--- src/design/yuvrgb_pkg.sv ---
// ----------------------------------------------------------------------------
// yuvrgb_pkg
// Shared widths, register indexes and constants of the YUV 4:2:0 to RGB unit.
// ----------------------------------------------------------------------------
package yuvrgb_pkg;

    localparam int unsigned BYTE_W    = 8;
    localparam int unsigned SLOT_W    = 2;
    localparam int unsigned CFG_IDX_W = 2;

    typedef logic [BYTE_W-1:0]    byte_t;
    typedef logic [SLOT_W-1:0]    slot_t;
    typedef logic [CFG_IDX_W-1:0] cfg_idx_t;

    // Register indexes on the configuration channel
    localparam cfg_idx_t CFG_BLUE_FIRST    = 2'd0;
    localparam cfg_idx_t CFG_FOUR_CHANNELS = 2'd1;
    localparam cfg_idx_t CFG_ALPHA_FILL    = 2'd2;

    // Pixel slots inside a 2x2 group
    localparam slot_t SLOT_TOP_LEFT     = 2'd0;
    localparam slot_t SLOT_TOP_RIGHT    = 2'd1;
    localparam slot_t SLOT_BOTTOM_LEFT  = 2'd2;
    localparam slot_t SLOT_BOTTOM_RIGHT = 2'd3;

    localparam byte_t ALPHA_RESET = 8'd255;
    localparam byte_t LUMA_BLACK  = 8'd16;

    // BT.601 coefficients, luma in Q7, chroma in Q6
    localparam logic [16:0]        Y_GAIN  = 17'd149;
    localparam logic signed [15:0] RV_GAIN = 16'sd102;
    localparam logic signed [15:0] GU_GAIN = 16'sd25;
    localparam logic signed [15:0] GV_GAIN = 16'sd52;
    localparam logic signed [15:0] BU_GAIN = 16'sd129;

endpackage

--- src/design/yuvrgb_group_if.sv ---
// ----------------------------------------------------------------------------
// yuvrgb_group_if
// Channel of 2x2 luma groups with their shared chroma pair.
// ----------------------------------------------------------------------------
interface yuvrgb_group_if
    import yuvrgb_pkg::*;
();
    logic  valid;
    logic  ready;
    byte_t luma_top_left;
    byte_t luma_top_right;
    byte_t luma_bottom_left;
    byte_t luma_bottom_right;
    byte_t chroma_u;
    byte_t chroma_v;

    modport source
    (
        output valid, luma_top_left, luma_top_right, luma_bottom_left,
               luma_bottom_right, chroma_u, chroma_v,
        input  ready
    );

    modport sink
    (
        input  valid, luma_top_left, luma_top_right, luma_bottom_left,
               luma_bottom_right, chroma_u, chroma_v,
        output ready
    );
endinterface

--- src/design/yuvrgb_pixel_if.sv ---
// ----------------------------------------------------------------------------
// yuvrgb_pixel_if
// Channel of converted pixels, one pixel per word.
// ----------------------------------------------------------------------------
interface yuvrgb_pixel_if
    import yuvrgb_pkg::*;
();
    logic  valid;
    logic  ready;
    byte_t first_byte;
    byte_t second_byte;
    byte_t third_byte;
    byte_t fourth_byte;
    slot_t pixel_slot;
    logic  last_pixel;

    modport source
    (
        output valid, first_byte, second_byte, third_byte, fourth_byte,
               pixel_slot, last_pixel,
        input  ready
    );

    modport sink
    (
        input  valid, first_byte, second_byte, third_byte, fourth_byte,
               pixel_slot, last_pixel,
        output ready
    );
endinterface

--- src/design/yuvrgb_cfg_if.sv ---
// ----------------------------------------------------------------------------
// yuvrgb_cfg_if
// Register write channel: register index and write data.
// ----------------------------------------------------------------------------
interface yuvrgb_cfg_if
    import yuvrgb_pkg::*;
();
    logic     valid;
    logic     ready;
    cfg_idx_t index;
    byte_t    data;

    modport source
    (
        output valid, index, data,
        input  ready
    );

    modport sink
    (
        input  valid, index, data,
        output ready
    );
endinterface

--- src/design/yuv420_to_rgb_pixel_convert_unit.sv ---
// ----------------------------------------------------------------------------
// yuv420_to_rgb_pixel_convert_unit
// BT.601 fixed-point YUV 4:2:0 to RGB conversion, one 2x2 group in, four pixels out.
// ----------------------------------------------------------------------------
// Usage:
//   yuv  - sink of groups: four luma samples and the shared U/V pair.
//   rgb  - source of pixels, one per word: three color bytes in RGB or BGR
//          order, a fourth byte (alpha_fill or zero), pixel_slot and
//          last_pixel on the bottom-right pixel.
//   cfg  - register writes: 0 blue_first, 1 four_channels, 2 alpha_fill.
//          Always ready; other indexes are dropped. Write only while idle.
// Timing:
//   A group is held in an input register; the pixel selected by a slot
//   counter is computed and lands in the output register, one pixel per
//   cycle while the output is not stalled.
//   The four pixels of a group share the single pixel datapath.
//   The next group is taken in the cycle its predecessor's last pixel moves
//   to the output register, so pixels stream without gaps.
// Reset: both registers empty, blue_first 0, four_channels 0, alpha_fill 255.
// Stall: a valid output word holds while rgb.ready is low and the datapath stops;
//   yuv.ready stays low until the held group's last pixel can move on.
// ----------------------------------------------------------------------------
module yuv420_to_rgb_pixel_convert_unit
    import yuvrgb_pkg::*;
(
    input  logic           clk,
    input  logic           rst_n,
    yuvrgb_group_if.sink   yuv,
    yuvrgb_pixel_if.source rgb,
    yuvrgb_cfg_if.sink     cfg
);

    // control
    logic  grp_valid_reg;
    slot_t slot_reg;
    logic  out_valid_reg;
    logic  blue_first_reg;
    logic  four_channels_reg;
    byte_t alpha_fill_reg;

    // payload
    byte_t luma_reg [4];
    byte_t chroma_u_reg;
    byte_t chroma_v_reg;
    byte_t first_reg;
    byte_t second_reg;
    byte_t third_reg;
    byte_t fourth_reg;
    slot_t slot_out_reg;
    logic  last_out_reg;

    logic  advance;
    logic  last_slot;
    logic  grp_accept;

    byte_t              luma_sel;
    logic [7:0]         luma_lift;
    logic [16:0]        y_prod;
    logic [8:0]         y_scaled;
    logic signed [7:0]  u_off;
    logic signed [7:0]  v_off;
    logic signed [15:0] rv_prod;
    logic signed [15:0] gu_prod;
    logic signed [15:0] gv_prod;
    logic signed [15:0] bu_prod;
    logic signed [9:0]  r_off;
    logic signed [9:0]  g_off;
    logic signed [9:0]  b_off;
    logic signed [10:0] r_sum;
    logic signed [10:0] g_sum;
    logic signed [10:0] b_sum;
    byte_t              red;
    byte_t              green;
    byte_t              blue;

    function automatic byte_t sat8(input logic signed [10:0] x);
        byte_t res;
        if (x < 0)
        begin
            res = '0;
        end
        else if (x > 11'sd255)
        begin
            res = '1;
        end
        else
        begin
            res = x[7:0];
        end
        return res;
    endfunction

    assign last_slot  = (slot_reg == SLOT_BOTTOM_RIGHT);
    assign advance    = grp_valid_reg && (!out_valid_reg || rgb.ready);
    assign yuv.ready  = !grp_valid_reg || (advance && last_slot);
    assign grp_accept = yuv.valid && yuv.ready;
    assign cfg.ready  = 1'b1;

    // ---- pixel datapath ----
    always_comb
    begin
        unique case (slot_reg)
            SLOT_TOP_LEFT:     luma_sel = luma_reg[0];
            SLOT_TOP_RIGHT:    luma_sel = luma_reg[1];
            SLOT_BOTTOM_LEFT:  luma_sel = luma_reg[2];
            SLOT_BOTTOM_RIGHT: luma_sel = luma_reg[3];
            default:           luma_sel = luma_reg[0];
        endcase
    end

    assign luma_lift = (luma_sel > LUMA_BLACK) ? (luma_sel - LUMA_BLACK) : '0;
    assign y_prod    = 17'(luma_lift) * Y_GAIN;
    assign y_scaled  = y_prod[15:7];

    // flipping the top bit of an offset-128 byte gives its signed value
    assign u_off = $signed({~chroma_u_reg[7], chroma_u_reg[6:0]});
    assign v_off = $signed({~chroma_v_reg[7], chroma_v_reg[6:0]});

    assign rv_prod = 16'(v_off) * RV_GAIN;
    assign gu_prod = 16'(u_off) * GU_GAIN;
    assign gv_prod = 16'(v_off) * GV_GAIN;
    assign bu_prod = 16'(u_off) * BU_GAIN;

    // arithmetic shift = floor division by 64
    assign r_off = 10'(rv_prod >>> 6);
    assign g_off = 10'(gu_prod >>> 6) + 10'(gv_prod >>> 6);
    assign b_off = 10'(bu_prod >>> 6);

    assign r_sum = $signed({2'b00, y_scaled}) + 11'(r_off);
    assign g_sum = $signed({2'b00, y_scaled}) - 11'(g_off);
    assign b_sum = $signed({2'b00, y_scaled}) + 11'(b_off);

    assign red   = sat8(r_sum);
    assign green = sat8(g_sum);
    assign blue  = sat8(b_sum);

    // ---- control registers ----
    always_ff @(posedge clk or negedge rst_n)
    begin
        if (!rst_n)
        begin
            grp_valid_reg <= 1'b0;
            slot_reg      <= SLOT_TOP_LEFT;
            out_valid_reg <= 1'b0;
        end
        else
        begin
            if (grp_accept)
            begin
                grp_valid_reg <= 1'b1;
                slot_reg      <= SLOT_TOP_LEFT;
            end
            else if (advance)
            begin
                slot_reg <= slot_reg + 1'b1;
                if (last_slot)
                begin
                    grp_valid_reg <= 1'b0;
                end
            end

            if (advance)
            begin
                out_valid_reg <= 1'b1;
            end
            else if (rgb.ready)
            begin
                out_valid_reg <= 1'b0;
            end
        end
    end

    always_ff @(posedge clk or negedge rst_n)
    begin
        if (!rst_n)
        begin
            blue_first_reg    <= 1'b0;
            four_channels_reg <= 1'b0;
            alpha_fill_reg    <= ALPHA_RESET;
        end
        else if (cfg.valid && cfg.ready)
        begin
            unique case (cfg.index)
                CFG_BLUE_FIRST:    blue_first_reg    <= cfg.data[0];
                CFG_FOUR_CHANNELS: four_channels_reg <= cfg.data[0];
                CFG_ALPHA_FILL:    alpha_fill_reg    <= cfg.data;
                default:           ;
            endcase
        end
    end

    // ---- payload registers ----
    always_ff @(posedge clk)
    begin
        if (grp_accept)
        begin
            luma_reg[0]  <= yuv.luma_top_left;
            luma_reg[1]  <= yuv.luma_top_right;
            luma_reg[2]  <= yuv.luma_bottom_left;
            luma_reg[3]  <= yuv.luma_bottom_right;
            chroma_u_reg <= yuv.chroma_u;
            chroma_v_reg <= yuv.chroma_v;
        end
    end

    always_ff @(posedge clk)
    begin
        if (advance)
        begin
            first_reg    <= blue_first_reg ? blue : red;
            second_reg   <= green;
            third_reg    <= blue_first_reg ? red : blue;
            fourth_reg   <= four_channels_reg ? alpha_fill_reg : '0;
            slot_out_reg <= slot_reg;
            last_out_reg <= last_slot;
        end
    end

    assign rgb.valid       = out_valid_reg;
    assign rgb.first_byte  = first_reg;
    assign rgb.second_byte = second_reg;
    assign rgb.third_byte  = third_reg;
    assign rgb.fourth_byte = fourth_reg;
    assign rgb.pixel_slot  = slot_out_reg;
    assign rgb.last_pixel  = last_out_reg;

endmodule

--- src/flat_wrapper.sv ---
// flat-port wrapper written by rule: the top's interface ports become plain ports
module yuv420_to_rgb_pixel_convert_unit_flat import yuvrgb_pkg::*;
  (clk, rst_n, yuv_valid, yuv_luma_top_left, yuv_luma_top_right, yuv_luma_bottom_left, yuv_luma_bottom_right, yuv_chroma_u, yuv_chroma_v, yuv_ready, rgb_valid, rgb_first_byte, rgb_second_byte, rgb_third_byte, rgb_fourth_byte, rgb_pixel_slot, rgb_last_pixel, rgb_ready, cfg_valid, cfg_index, cfg_data, cfg_ready);
  yuvrgb_group_if yuv_i ();
  yuvrgb_pixel_if rgb_i ();
  yuvrgb_cfg_if cfg_i ();
  input  logic clk;
  input  logic rst_n;
  input wire logic [$bits(yuv_i.valid)-1:0] yuv_valid;
  input wire logic [$bits(yuv_i.luma_top_left)-1:0] yuv_luma_top_left;
  input wire logic [$bits(yuv_i.luma_top_right)-1:0] yuv_luma_top_right;
  input wire logic [$bits(yuv_i.luma_bottom_left)-1:0] yuv_luma_bottom_left;
  input wire logic [$bits(yuv_i.luma_bottom_right)-1:0] yuv_luma_bottom_right;
  input wire logic [$bits(yuv_i.chroma_u)-1:0] yuv_chroma_u;
  input wire logic [$bits(yuv_i.chroma_v)-1:0] yuv_chroma_v;
  output wire logic [$bits(yuv_i.ready)-1:0] yuv_ready;
  output wire logic [$bits(rgb_i.valid)-1:0] rgb_valid;
  output wire logic [$bits(rgb_i.first_byte)-1:0] rgb_first_byte;
  output wire logic [$bits(rgb_i.second_byte)-1:0] rgb_second_byte;
  output wire logic [$bits(rgb_i.third_byte)-1:0] rgb_third_byte;
  output wire logic [$bits(rgb_i.fourth_byte)-1:0] rgb_fourth_byte;
  output wire logic [$bits(rgb_i.pixel_slot)-1:0] rgb_pixel_slot;
  output wire logic [$bits(rgb_i.last_pixel)-1:0] rgb_last_pixel;
  input wire logic [$bits(rgb_i.ready)-1:0] rgb_ready;
  input wire logic [$bits(cfg_i.valid)-1:0] cfg_valid;
  input wire logic [$bits(cfg_i.index)-1:0] cfg_index;
  input wire logic [$bits(cfg_i.data)-1:0] cfg_data;
  output wire logic [$bits(cfg_i.ready)-1:0] cfg_ready;
  assign yuv_i.valid = yuv_valid;
  assign yuv_i.luma_top_left = yuv_luma_top_left;
  assign yuv_i.luma_top_right = yuv_luma_top_right;
  assign yuv_i.luma_bottom_left = yuv_luma_bottom_left;
  assign yuv_i.luma_bottom_right = yuv_luma_bottom_right;
  assign yuv_i.chroma_u = yuv_chroma_u;
  assign yuv_i.chroma_v = yuv_chroma_v;
  assign yuv_ready = yuv_i.ready;
  assign rgb_valid = rgb_i.valid;
  assign rgb_first_byte = rgb_i.first_byte;
  assign rgb_second_byte = rgb_i.second_byte;
  assign rgb_third_byte = rgb_i.third_byte;
  assign rgb_fourth_byte = rgb_i.fourth_byte;
  assign rgb_pixel_slot = rgb_i.pixel_slot;
  assign rgb_last_pixel = rgb_i.last_pixel;
  assign rgb_i.ready = rgb_ready;
  assign cfg_i.valid = cfg_valid;
  assign cfg_i.index = cfg_index;
  assign cfg_i.data = cfg_data;
  assign cfg_ready = cfg_i.ready;
  yuv420_to_rgb_pixel_convert_unit u_core (.clk(clk), .rst_n(rst_n), .yuv(yuv_i), .rgb(rgb_i), .cfg(cfg_i));
endmodule
--- config.mk ---
export PLATFORM = sky130hd
export DESIGN_NAME = yuv420_to_rgb_pixel_convert_unit_flat
export DESIGN_NICKNAME = d
export VERILOG_FILES = /design/src/design/yuvrgb_pkg.sv /design/src/design/yuvrgb_group_if.sv /design/src/design/yuvrgb_pixel_if.sv /design/src/design/yuvrgb_cfg_if.sv /design/src/design/yuv420_to_rgb_pixel_convert_unit.sv /design/src/flat_wrapper.sv
export SDC_FILE = /design/constraint.sdc
export NUM_CORES = 1
export LEC_CHECK = 0
export BUFFER_PORTS_ARGS = -buffer_cell sky130_fd_sc_hd__buf_2
export CORE_MARGIN = 3
export CORE_UTILIZATION = 55
export DETAILED_ROUTE_END_ITERATION = 8
export PLACE_DENSITY = 0.75
export REMOVE_ABC_BUFFERS = 1
export SLEW_MARGIN = 10
export SYNTH_ARGS = -nofsm -noshare
export SYNTH_HDL_FRONTEND = slang
export SYNTH_SLANG_ARGS = --single-unit
--- constraint.sdc ---
create_clock -name clk -period 23.2 [get_ports clk]
set_clock_uncertainty 0.2 [all_clocks]
set_input_delay 4.64 -clock clk [delete_from_list [all_inputs] [get_ports clk]]
set_output_delay 4.64 -clock clk [all_outputs]
set_load 0.05 [all_outputs]
### After elaboration in Yosys (flattened, before gate mapping)

Memories as Yosys holds them, arrays and structs flattened.
Index checks and enable logic that the tools add are counted.

* $add $sub $neg: 6
* multiply operators: 5
* order comparisons: 7
* equality and inequality tests: 5
* muxes and demuxes: 18
* bitwise logic cells: 2
* reductions and logical operators: 16

Operators by type and width (count)
* $mux W8: 8
* $gt A11 B9 Y1 const B: 3
* $lt A11 B1 Y1 const B: 3
* $pmux W8 S4: 1
* $add A10 B10 Y11: 2
* $mul A8 B8 Y16 const B: 1
* $mul A8 B9 Y16 const B: 1
* $mul A8 B7 Y15 const B: 1
* $mul A8 B6 Y14 const B: 1
* $mul A8 B5 Y13 const B: 1
* $sub A10 B10 Y11: 1
* $add A8 B9 Y10: 1
* $gt A8 B5 Y1 const B: 1
* $reduce_and A2 Y1: 4
* $sub A8 B5 Y8 const B: 1
* $mux W1: 7
* $eq A2 B2 Y1 const B: 3
* $reduce_bool A2 Y1: 3
* $eq A2 B1 Y1 const B: 2
* $logic_not A2 Y1: 2
* $mux W2: 2
* $logic_and A1 B1 Y1: 3
* $add A2 B1 Y2 const B: 1
* $logic_not A1 Y1: 2
* 2 further kinds: 4

* register bits after elaboration: 65
* bits in writable memories: 32
* input port bits: 63
* output and inout bits: 38
* memories: 1

Memory list
* u_core.luma_reg: depth 4, bits a word 8, read ports 4, clocked after Yosys merged registers in 0, write ports 4, RTL line yuv420_to_rgb_pixel_convert_unit.sv:42 `byte_t luma_reg [4];`

### Depth between registers and ports, before layout

Gate-level depths: netlist (run 1).

* depth after elaboration: 10
* depth in mapped cells: 37
* depth with buffers taken out: 36

### Least setup slack after synthesis (run 1)

No wires, ideal clock.

* path kind: input port to output port
* start point: input port rgb_ready
* end point: output port yuv_ready
* arrival time: 5194 ps
* setup slack: 13166 ps
* cell stages on the path: 3
* path buffers: 0
* path through: nand2b_1 -> nand2_1 -> nand2_1

* word-level cells in the longest chain between the ends: 4

Ends and longest elaborated chain
* start, declared: RTL line flat_wrapper.sv:24 `input wire logic [$bits(rgb_i.ready)-1:0] rgb_ready;`
* $logic_or A1 B1 Y1: RTL line yuv420_to_rgb_pixel_convert_unit.sv:94 `assign advance = grp_valid_reg && (!out_valid_reg || rgb.ready);`
* $logic_and A1 B1 Y1: RTL line yuv420_to_rgb_pixel_convert_unit.sv:94
* $logic_and A1 B1 Y1: RTL line yuv420_to_rgb_pixel_convert_unit.sv:95 `assign yuv.ready = !grp_valid_reg || (advance && last_slot);`
* $logic_or A1 B1 Y1: RTL line yuv420_to_rgb_pixel_convert_unit.sv:95
* end, declared: RTL line flat_wrapper.sv:16 `output wire logic [$bits(yuv_i.ready)-1:0] yuv_ready;`

Every way passes these cells.

### Worst setup path after layout (run 1)

Same ends and word-level chain as after synthesis.

==> flow_summary.yaml, run 1 <==
synth:
  synth-seq-area-share_pct: 30.8
  ys_async_sr_fraction_pct: 14.4
  yosys.area.top_type_share_pct: 26.9
  ys.flop_type: "edfxtp_1"
  ys_seq_elements: 97
  syn_area_per_cell_um2: 10.4
  yosys_warnings: 0
  synth_top_cell_by_area: "edfxtp_1"
  synth_top_cells_by_area: "edfxtp_1, ha_1, fa_1"
  synth.distinct_cells: 78
  synth_area_um2: 9280
  syn_inst: 889
  synth_edf_count: 83
worst_setup_path:
  cp_slowest_cell: "buf_2"
  cp-end-kind: "output port"
  worstSetupPathType: "input port to output port"
  r2r_start: "u_core.slot_reg[0]$_DFFE_PN0P_"
  path_cells: "buf_2, nand2b_1, nand2_1, nand2_1, buf_2"
  crit_required_ns: 18.36
  worst_path_dominant_cell_family: "buffers and inverters"
  regToRegSetupSlack_ns: 14.61
  reg2reg_depth: 35
  crit_path_start_kind: "input port"
  r2r-end: "u_core.rgb.first_byte[2]$_DFFE_PP_"
  worstPathArrival_ns: 5.29
  crit_fanout: 3
  cpPeakStageDelay_ns: 0.27
  crit_buf_inv: 2
final_layout:
  area_growth_pct: 11.2
  final_nets: 1264
  diodes: 0
  design_area_um2: 10300
  drive_gt1_share_pct: 16.0
  largest_reg_flops: 32
placed_design:
  routabilityCongestion: 0.922
  post-dp-hpwl_um: 14700
  io_buffers: 99
  dp_slack_ns: 13.07
  placed_area_um2: 10000
sta:
  fmaxAchievable_mhz: 98.7
  tightest_slew_ns: 0.756
  setup_tns_ns: 0
  slew_viol_final: 0
  rsz0062_at_grt: "false"
  hold_viol: 0
  setup_viol: 0
  final.setup.worst_slack_ns: 13.07
  slew_headroom_pct: 49.6
  min_period_ns: 10.13
  period_share_pct: 43.7
die:
  row_count: 46
  initial_core_util_pct: 57.3
  core_region_area_um2: 16200
  dieArea_um2: 18500
  die_h_um: 136
  io_pins: 101
  die_w_um: 136
detailed_routing:
  wl_per_cell_um: 14.9
  drt-pass1-iter-count: 5
  drtIter0Drc: 423
  post_drt_via_cell_ratio: 5.42
  drc: 0
  routed_wl_um: 18100
  drtAntennaViolNets: 0
  vias: 6582
clock_network:
  cts_made_buffers: 9
  htreeDepth: 3
  cts_tree: "built"
  post_cts_buffers: 0
  clk_latency_ns: 0.36
  clkSinkCount: 97
  cts_hold_buf: 0
  cts.clk_slew.worst_paths_ns: 0.07
  ctsResizeCount: 0
  clk_path_buf_depth: 2
  clockRootBuffer: "clkbuf_16"
grt:
  grt_use_total_pct: 20.6
  antenna_found_initial: 0
  grt_remaining_overflow: 0
  grt_pass1_wl_um: 30200
  grt_pass1_vias: 6461
  grt_max_degree: 51
worst_hold_path:
  whs_path_depth: 1
  hold_end: "u_core.rgb.valid$_DFFE_PN0P_"
  min_path_type: "flop to flop"
  worstHoldStart: "u_core.grp_valid_reg$_DFFE_PN0P_"
job:
  cap_violations: 0
outcome:
  outcome: "finished, final reports clean"
-- logic make-up (layout without fill, tap and decap cells) --
| logic type | count (synthesis) | after routing | synth area share (%) |
|---|---|---|---|
| muxes | 15 | 15 | 1.79 |
| buffers and inverters | 171 | 281 | 7.04 |
| and+or+nand+nor | 165 | 165 | 9.28 |
| xor gates and xnor gates | 50 | 50 | 5.00 |
| DFF | 97 | 97 | 30.8 |
| AOI/OAI and AO/OA | 182 | 182 | 14.2 |
| adders and majority gates | 208 | 208 | 31.9 |
| other | 1 | 1 | 0.0404 |
-- worst max path at each step --
stage,start,to,slack [ns],cells past startpoint
final,rgb_ready,yuv_ready,13.07,5
after global routing,rgb_ready,yuv_ready,13.01,5
after global placement,rgb_ready,yuv_ready,13.09,5
after detailed placement,rgb_ready,yuv_ready,13.07,5
after floorplan,rgb_ready,yuv_ready,13.17,3
after CTS,rgb_ready,yuv_ready,13.07,5
-- metal layers --
layer | vias to the layer above | GRT usage, % | share of wire [%]
li1 | 3313 | - | -
met4 | 0 | 5.82 | 2.0
met3 | 23 | 3.26 | 4.4
met2 | 136 | 34.6 | 48
met5 | - | 0 | 0
met1 | 3110 | 27.9 | 46
-- area by class of cell --
class	instances	area (um2)
Multi-Input combinational cell	621	5770
Clock inverter	7	71.3
Timing Repair Buffer	101	510
Tap cell	216	270
Inverter	164	616
Sequential cell	97	2850
Fill cell	1291	5860
Clock buffer	9	225
-- layout by cell type, fill, tap and decap left out, drive strengths merged, types with 5 or more instances in the layout --
cell and instances:
o21bai 8, a211oi 5, edfxtp 83, a21o 9, nor2 38, inv 168, nand2 40, mux2 10
or3 6, a21boi 8, a222oi 7, o21a 12, clkbuf 9, mux2i 5, dfstp 8, a221o 14
fa 48, o21ai 40, dfrtp 6, xnor2 35, nor3 5, and2 10, or2 8, nand3 8
buf 101, and3 6, nor2b 13, xor2 15, a21oi 47, nand2b 11, ha 159, a31oi 5
-- metrics by stage --
step,utilization [%],instances,hold slack (ns)
floorplan,-,882,0.257
global placement,62.0,1199,0.266
detailed placement,62.0,1199,0.299
CTS,63.8,1215,0.317
global route,63.8,1215,0.348
finish,63.8,1215,0.311
-- Yosys cell counts (all sizes together), types with 3 or more instances --
master	instances
a21oi	47
a211oi	5
o21ai	40
nand3b	4
mux2	10
or2	8
xnor2	35
nor3	5
nand2b	11
a21boi	8
a211o	4
dfstp	8
nand2	40
mux2i	5
nor3b	3
ha	159
a31oi	5
a21o	9
or3	6
dfrtp	6
o21bai	8
fa	48
o221ai	3
o21a	12
and3	6
edfxtp	83
nor2b	13
nor2	38
clkbuf	5
inv	164
nand3	8
a222oi	7
a221o	14
and2	10
xor2	15
Power of run 1 is left out: the tool's default activity adds up to more than one toggle a clock period on the data nets, which glitch-free logic cannot reach.
==> inputs of run 2 (changes only) <==
==> constraint.sdc (replaced) <==
create_clock -name clk -period 10.34 [get_ports clk]
set_clock_uncertainty 0.2 [all_clocks]
set_input_delay 2.068 -clock clk [delete_from_list [all_inputs] [get_ports clk]]
set_output_delay 2.068 -clock clk [all_outputs]
set_load 0.05 [all_outputs]
==> run 2 against run 1 <==
Net effect:
- final area down 0.11%
- critical path depth up 29
- global-route usage up 0.47 points
- routed wire length up 1.3%
- sequential share of layout area about the same
- cell count unchanged
- critical endpoint is now u_core.rgb.first_byte[2]$_DFFE_PP_
==> flow_summary.yaml, run 2 (synthesis results as in run 1) <==
worst_setup_path:
  crit_top_cell: "ha_1"
  r2r_start: "u_core.slot_reg[0]$_DFFE_PN0P_"
  crit_path_start_kind: "flop"
  crit_fanout: 8
  worstPathArrival_ns: 8.27
  r2r-end: "u_core.rgb.first_byte[2]$_DFFE_PP_"
  crit_required_ns: 10.36
  cp-end-kind: "flop"
  reg2reg_depth: 34
  worstSetupPathType: "flop to flop"
  cpPeakStageDelay_ns: 0.63
  worstSetupStartpoint: "u_core.slot_reg[0]$_DFFE_PN0P_"
  regToRegSetupSlack_ns: 2.09
  cp_slowest_cell: "or4b_1"
grt:
  grt_max_degree: 51
  antenna_found_initial: 0
  grt_remaining_overflow: 0
  grt_pass1_vias: 6663
  grt_use_total_pct: 21.1
  grt_pass1_wl_um: 31000
die:
  die_h_um: 136
  die_w_um: 136
  row_count: 46
  io_pins: 101
  core_region_area_um2: 16200
  initial_core_util_pct: 57.3
  dieArea_um2: 18500
placed_design:
  routabilityCongestion: 0.921
  dp_slack_ns: 2.19
  placedCellCount: 1199
  post-dp-hpwl_um: 15100
  io_buffers: 99
  placed_area_um2: 10000
final_layout:
  nFillCells: 1302
  diodes: 0
  final_common_cell: "inv_1"
  final_cells: 1215
  drive_gt1_share_pct: 16.0
  final_nets: 1264
  final_cell_mix: "inv_1, ha_1, buf_2, edfxtp_1, fa_1"
  area_growth_pct: 11.1
  design_area_um2: 10300
  largest_reg_flops: 32
sta:
  slew_viol_final: 0
  period_share_pct: 79.8
  tightest_slew_ns: 0.777
  hold_viol: 0
  fmaxAchievable_mhz: 121
  setup_tns_ns: 0
  min_period_ns: 8.25
  final.setup.worst_slack_ns: 2.09
  rsz0062_at_grt: "false"
  slew_headroom_pct: 48.2
  setup_viol: 0
detailed_routing:
  vias: 6596
  post_drt_via_cell_ratio: 5.43
  routed_wl_um: 18300
  wl_per_cell_um: 15.1
  drt-pass1-iter-count: 6
  drtIter0Drc: 405
  drtAntennaViolNets: 0
  drc: 0
clock_network:
  clk_path_buf_depth: 2
  cts_tree: "built"
  clockRootBuffer: "clkbuf_16"
  clkSinkCount: 97
  cts_made_buffers: 9
  post_cts_buffers: 0
  clk_latency_ns: 0.36
  cts.clk_slew.worst_paths_ns: 0.07
  ctsResizeCount: 0
  htreeDepth: 3
  cts_hold_buf: 0
worst_hold_path:
  hold_end: "u_core.rgb.valid$_DFFE_PN0P_"
  min_path_type: "flop to flop"
  worstHoldStart: "u_core.grp_valid_reg$_DFFE_PN0P_"
  whs_path_depth: 1
job:
  cap_violations: 0
outcome:
  outcome: "finished, final reports clean"
[run 2: cell count changes in the layout (fill, tap and decap cells not counted)]
cell | previous run | this run
clkinv_4 | 0 | 2
inv_6 | 1 | 3
clkinv_8 | 1 | 0
clkinvlp_4 | 1 | 0
inv_8 | 3 | 1
[run 2: metrics by stage]
stage                     hold WS [ns]  util (%)
final                            0.297      63.7
after global routing             0.319      63.7
after CTS                        0.305      63.7
after detailed placement         0.291      62.0
after global placement           0.269      62.0
after floorplan                  0.257         -
[run 2: worst max-delay path by stage]
stage | slack (ns) | cells past startpoint | endpoint
2_1_floorplan | 2.81 | 35 | u_core.rgb.second_byte[7]$_SDFFCE_PN0P_
3_3_place_gp | 2.39 | 35 | u_core.rgb.second_byte[4]$_SDFFCE_PN0P_
6_report | 2.09 | 34 | u_core.rgb.first_byte[2]$_DFFE_PP_
4_1_cts | 2.11 | 34 | u_core.rgb.first_byte[2]$_DFFE_PP_
3_5_place_dp | 2.19 | 36 | u_core.rgb.second_byte[4]$_SDFFCE_PN0P_
5_1_grt | 1.39 | 35 | u_core.rgb.first_byte[2]$_DFFE_PP_
[run 2: cell type report]
class	instances	area (um2)	share of cell area [%]
clock buffer	9	225	2.19
clock inverter	7	60.1	0.583
inverter	164	616	5.97
multi-input combinational	621	5770	56.0
sequential	97	2850	27.7
tap	216	270	2.62
timing repair buffer	101	510	4.95
[run 2: layer usage]
metal / global-route usage [%] / wire length [um]
met2: 35.3 / 8730
met4: 7.28 / 515
met5: 0 / 0
met3: 3.48 / 757
met1: 27.9 / 8300
[run 2: critical path: cells and delay by family (launching register included)]
family,cells,cell delay [ns]
compound gates,10,2.03
xor+xnor,1,0.23
fa+ha+maj,8,2.59
buf+inv,4,0.30
flops,1,0.40
simple gates,11,2.37
Power of run 2 is left out for the same reason.
==> inputs of run 3 (changes only) <==
--- a/config.mk
+++ b/config.mk
@@ -9,7 +9,7 @@
 export CORE_MARGIN = 3
 export CORE_UTILIZATION = 55
 export DETAILED_ROUTE_END_ITERATION = 8
-export PLACE_DENSITY = 0.75
+export PLACE_DENSITY = 0.78
 export REMOVE_ABC_BUFFERS = 1
 export SLEW_MARGIN = 10
 export SYNTH_ARGS = -nofsm -noshare
==> constraint.sdc (replaced) <==
create_clock -name clk -period 7 [get_ports clk]
set_clock_uncertainty 0.2 [all_clocks]
set_input_delay 1.4 -clock clk [delete_from_list [all_inputs] [get_ports clk]]
set_output_delay 1.4 -clock clk [all_outputs]
set_load 0.05 [all_outputs]
==> run 3 against run 2 <==
Net effect:
- the flow now finishes with violations (negative setup slack)
- largest cell class unchanged
- sequential share of layout area fell by 3.3 points
- final area rose by 14%
- critical endpoint is now u_core.rgb.first_byte[1]$_DFFE_PP_
- register-to-register slack got worse by 2.7 ns
==> flow_summary.yaml, run 3 (synthesis results as in run 1) <==
sta:
  fmaxAchievable_mhz: 132
  slew_headroom_pct: 48.7
  hold_viol: 0
  min_period_ns: 7.57
  final.setup.worst_slack_ns: -0.570
  period_share_pct: 108
  tightest_slew_ns: 0.750
  slew_viol_final: 0
  setup_viol: 24
  rsz0062_at_grt: "true"
die:
  row_count: 46
  dieArea_um2: 18500
  die_w_um: 136
  initial_core_util_pct: 57.3
  die_h_um: 136
  io_pins: 101
  core_region_area_um2: 16200
detailed_routing:
  drc: 0
  drt-pass1-iter-count: 5
  wl_per_cell_um: 16.8
  drtAntennaViolNets: 0
  drtIter0Drc: 426
  met2_length_um: 11700
  vias: 7322
  dr_wl_met3_um: 1010
  post_drt_via_cell_ratio: 5.49
  routed_wl_um: 22500
  wl_met1_um: 9210
  highest_layer: "met4"
final_layout:
  final_cell_mix: "inv_1, ha_1, buf_4, buf_2, edfxtp_1"
  area_growth_pct: 26.1
  final_cells: 1334
  final_nets: 1383
  largest_reg_flops: 32
  drive_gt1_share_pct: 31.8
  final_common_cell: "inv_1"
  diodes: 0
worst_setup_path:
  r2r_start: "u_core.slot_reg[0]$_DFFE_PN0P_"
  cpPeakStageDelay_ns: 0.60
  crit_path_start_kind: "flop"
  worstPathArrival_ns: 7.59
  worstSetupStartpoint: "u_core.slot_reg[0]$_DFFE_PN0P_"
  crit_top_cell: "buf_4"
  crit_required_ns: 7.02
  crit_fanout: 6
  worst_path_dominant_cell_family: "simple AND/OR/NAND/NOR gates"
  cp-end-kind: "flop"
  crit_buf_inv: 9
  worstSetupPathType: "flop to flop"
  cp_slowest_cell: "or4b_4"
placed_design:
  routabilityCongestion: 0.875
  io_buffers: 99
  placedCellCount: 1300
  post-dp-hpwl_um: 16100
clock_network:
  cts.clk_slew.worst_paths_ns: 0.08
  cts_made_buffers: 9
  htreeDepth: 3
  cts_hold_buf: 0
  clockRootBuffer: "clkbuf_16"
  cts_tree: "built"
  clk_latency_ns: 0.36
  clkSinkCount: 97
  clk_path_buf_depth: 2
job:
  cap_violations: 0
grt:
  grt_max_degree: 51
  grt_pass1_wl_um: 35300
  grt_use_total_pct: 24.1
  grt_pass1_vias: 7454
  grt_remaining_overflow: 0
  antenna_found_initial: 0
worst_hold_path:
  worstHoldStart: "u_core.grp_valid_reg$_DFFE_PN0P_"
  min_path_type: "flop to flop"
outcome:
  violations: "negative setup slack"
  outcome: "finished, violations left"
-- run 3: path summary, 6_finish.rpt --
kind | cells past startpoint | end | slack, ns
worst min-delay path | 1 | u_core.rgb.valid$_DFFE_PN0P_ | 0.32
worst min register to register | 1 | u_core.rgb.valid$_DFFE_PN0P_ | 0.32
worst max-delay path | 37 | u_core.rgb.first_byte[1]$_DFFE_PP_ | -0.57
min in group asynchronous | 1 | u_core.grp_valid_reg$_DFFE_PN0P_ | 0.73
worst max register to register | 37 | u_core.rgb.first_byte[1]$_DFFE_PP_ | -0.57
max in group asynchronous | 1 | u_core.alpha_fill_reg[4]$_DFFE_PN1P_ | 5.56
-- run 3: final cells by class --
cell class	count	area (um2)
Clock buffer	9	225
Multi-Input combinational cell	621	6240
Inverter	164	621
Timing Repair Buffer	220	1420
Sequential cell	97	2860
Tap cell	216	270
Fill cell	1066	4480
Clock inverter	7	65.1
-- run 3: metal layers --
metal	track usage, %	vias up
met5	0	-
met4	8.73	0
met3	3.52	43
met2	42.3	208
met1	30.4	3517
li1	-	3554
-- run 3: repair_timing --
action,CTS,global route
gates resized for setup,89,31
buffers inserted,13,4
gates cloned,1,0
pin swaps,46,30
setup endpoints to repair,24,24
-- run 3: stage by stage --
stage	setup TNS, ns	utilization (%)	hold slack (ns)	setup WS, ns	cell area [um2]
floorplan	-8.83	-	0.257	-0.526	9240
global placement	-13.91	66.6	0.272	-0.637	10800
detailed placement	-20.48	66.6	0.296	-0.927	10800
CTS	-7.26	71.1	0.312	-0.493	11500
global route	-20.52	72.3	0.334	-0.910	11700
finish	-12.19	72.3	0.320	-0.570	11700
Power of run 3 is left out for the same reason.
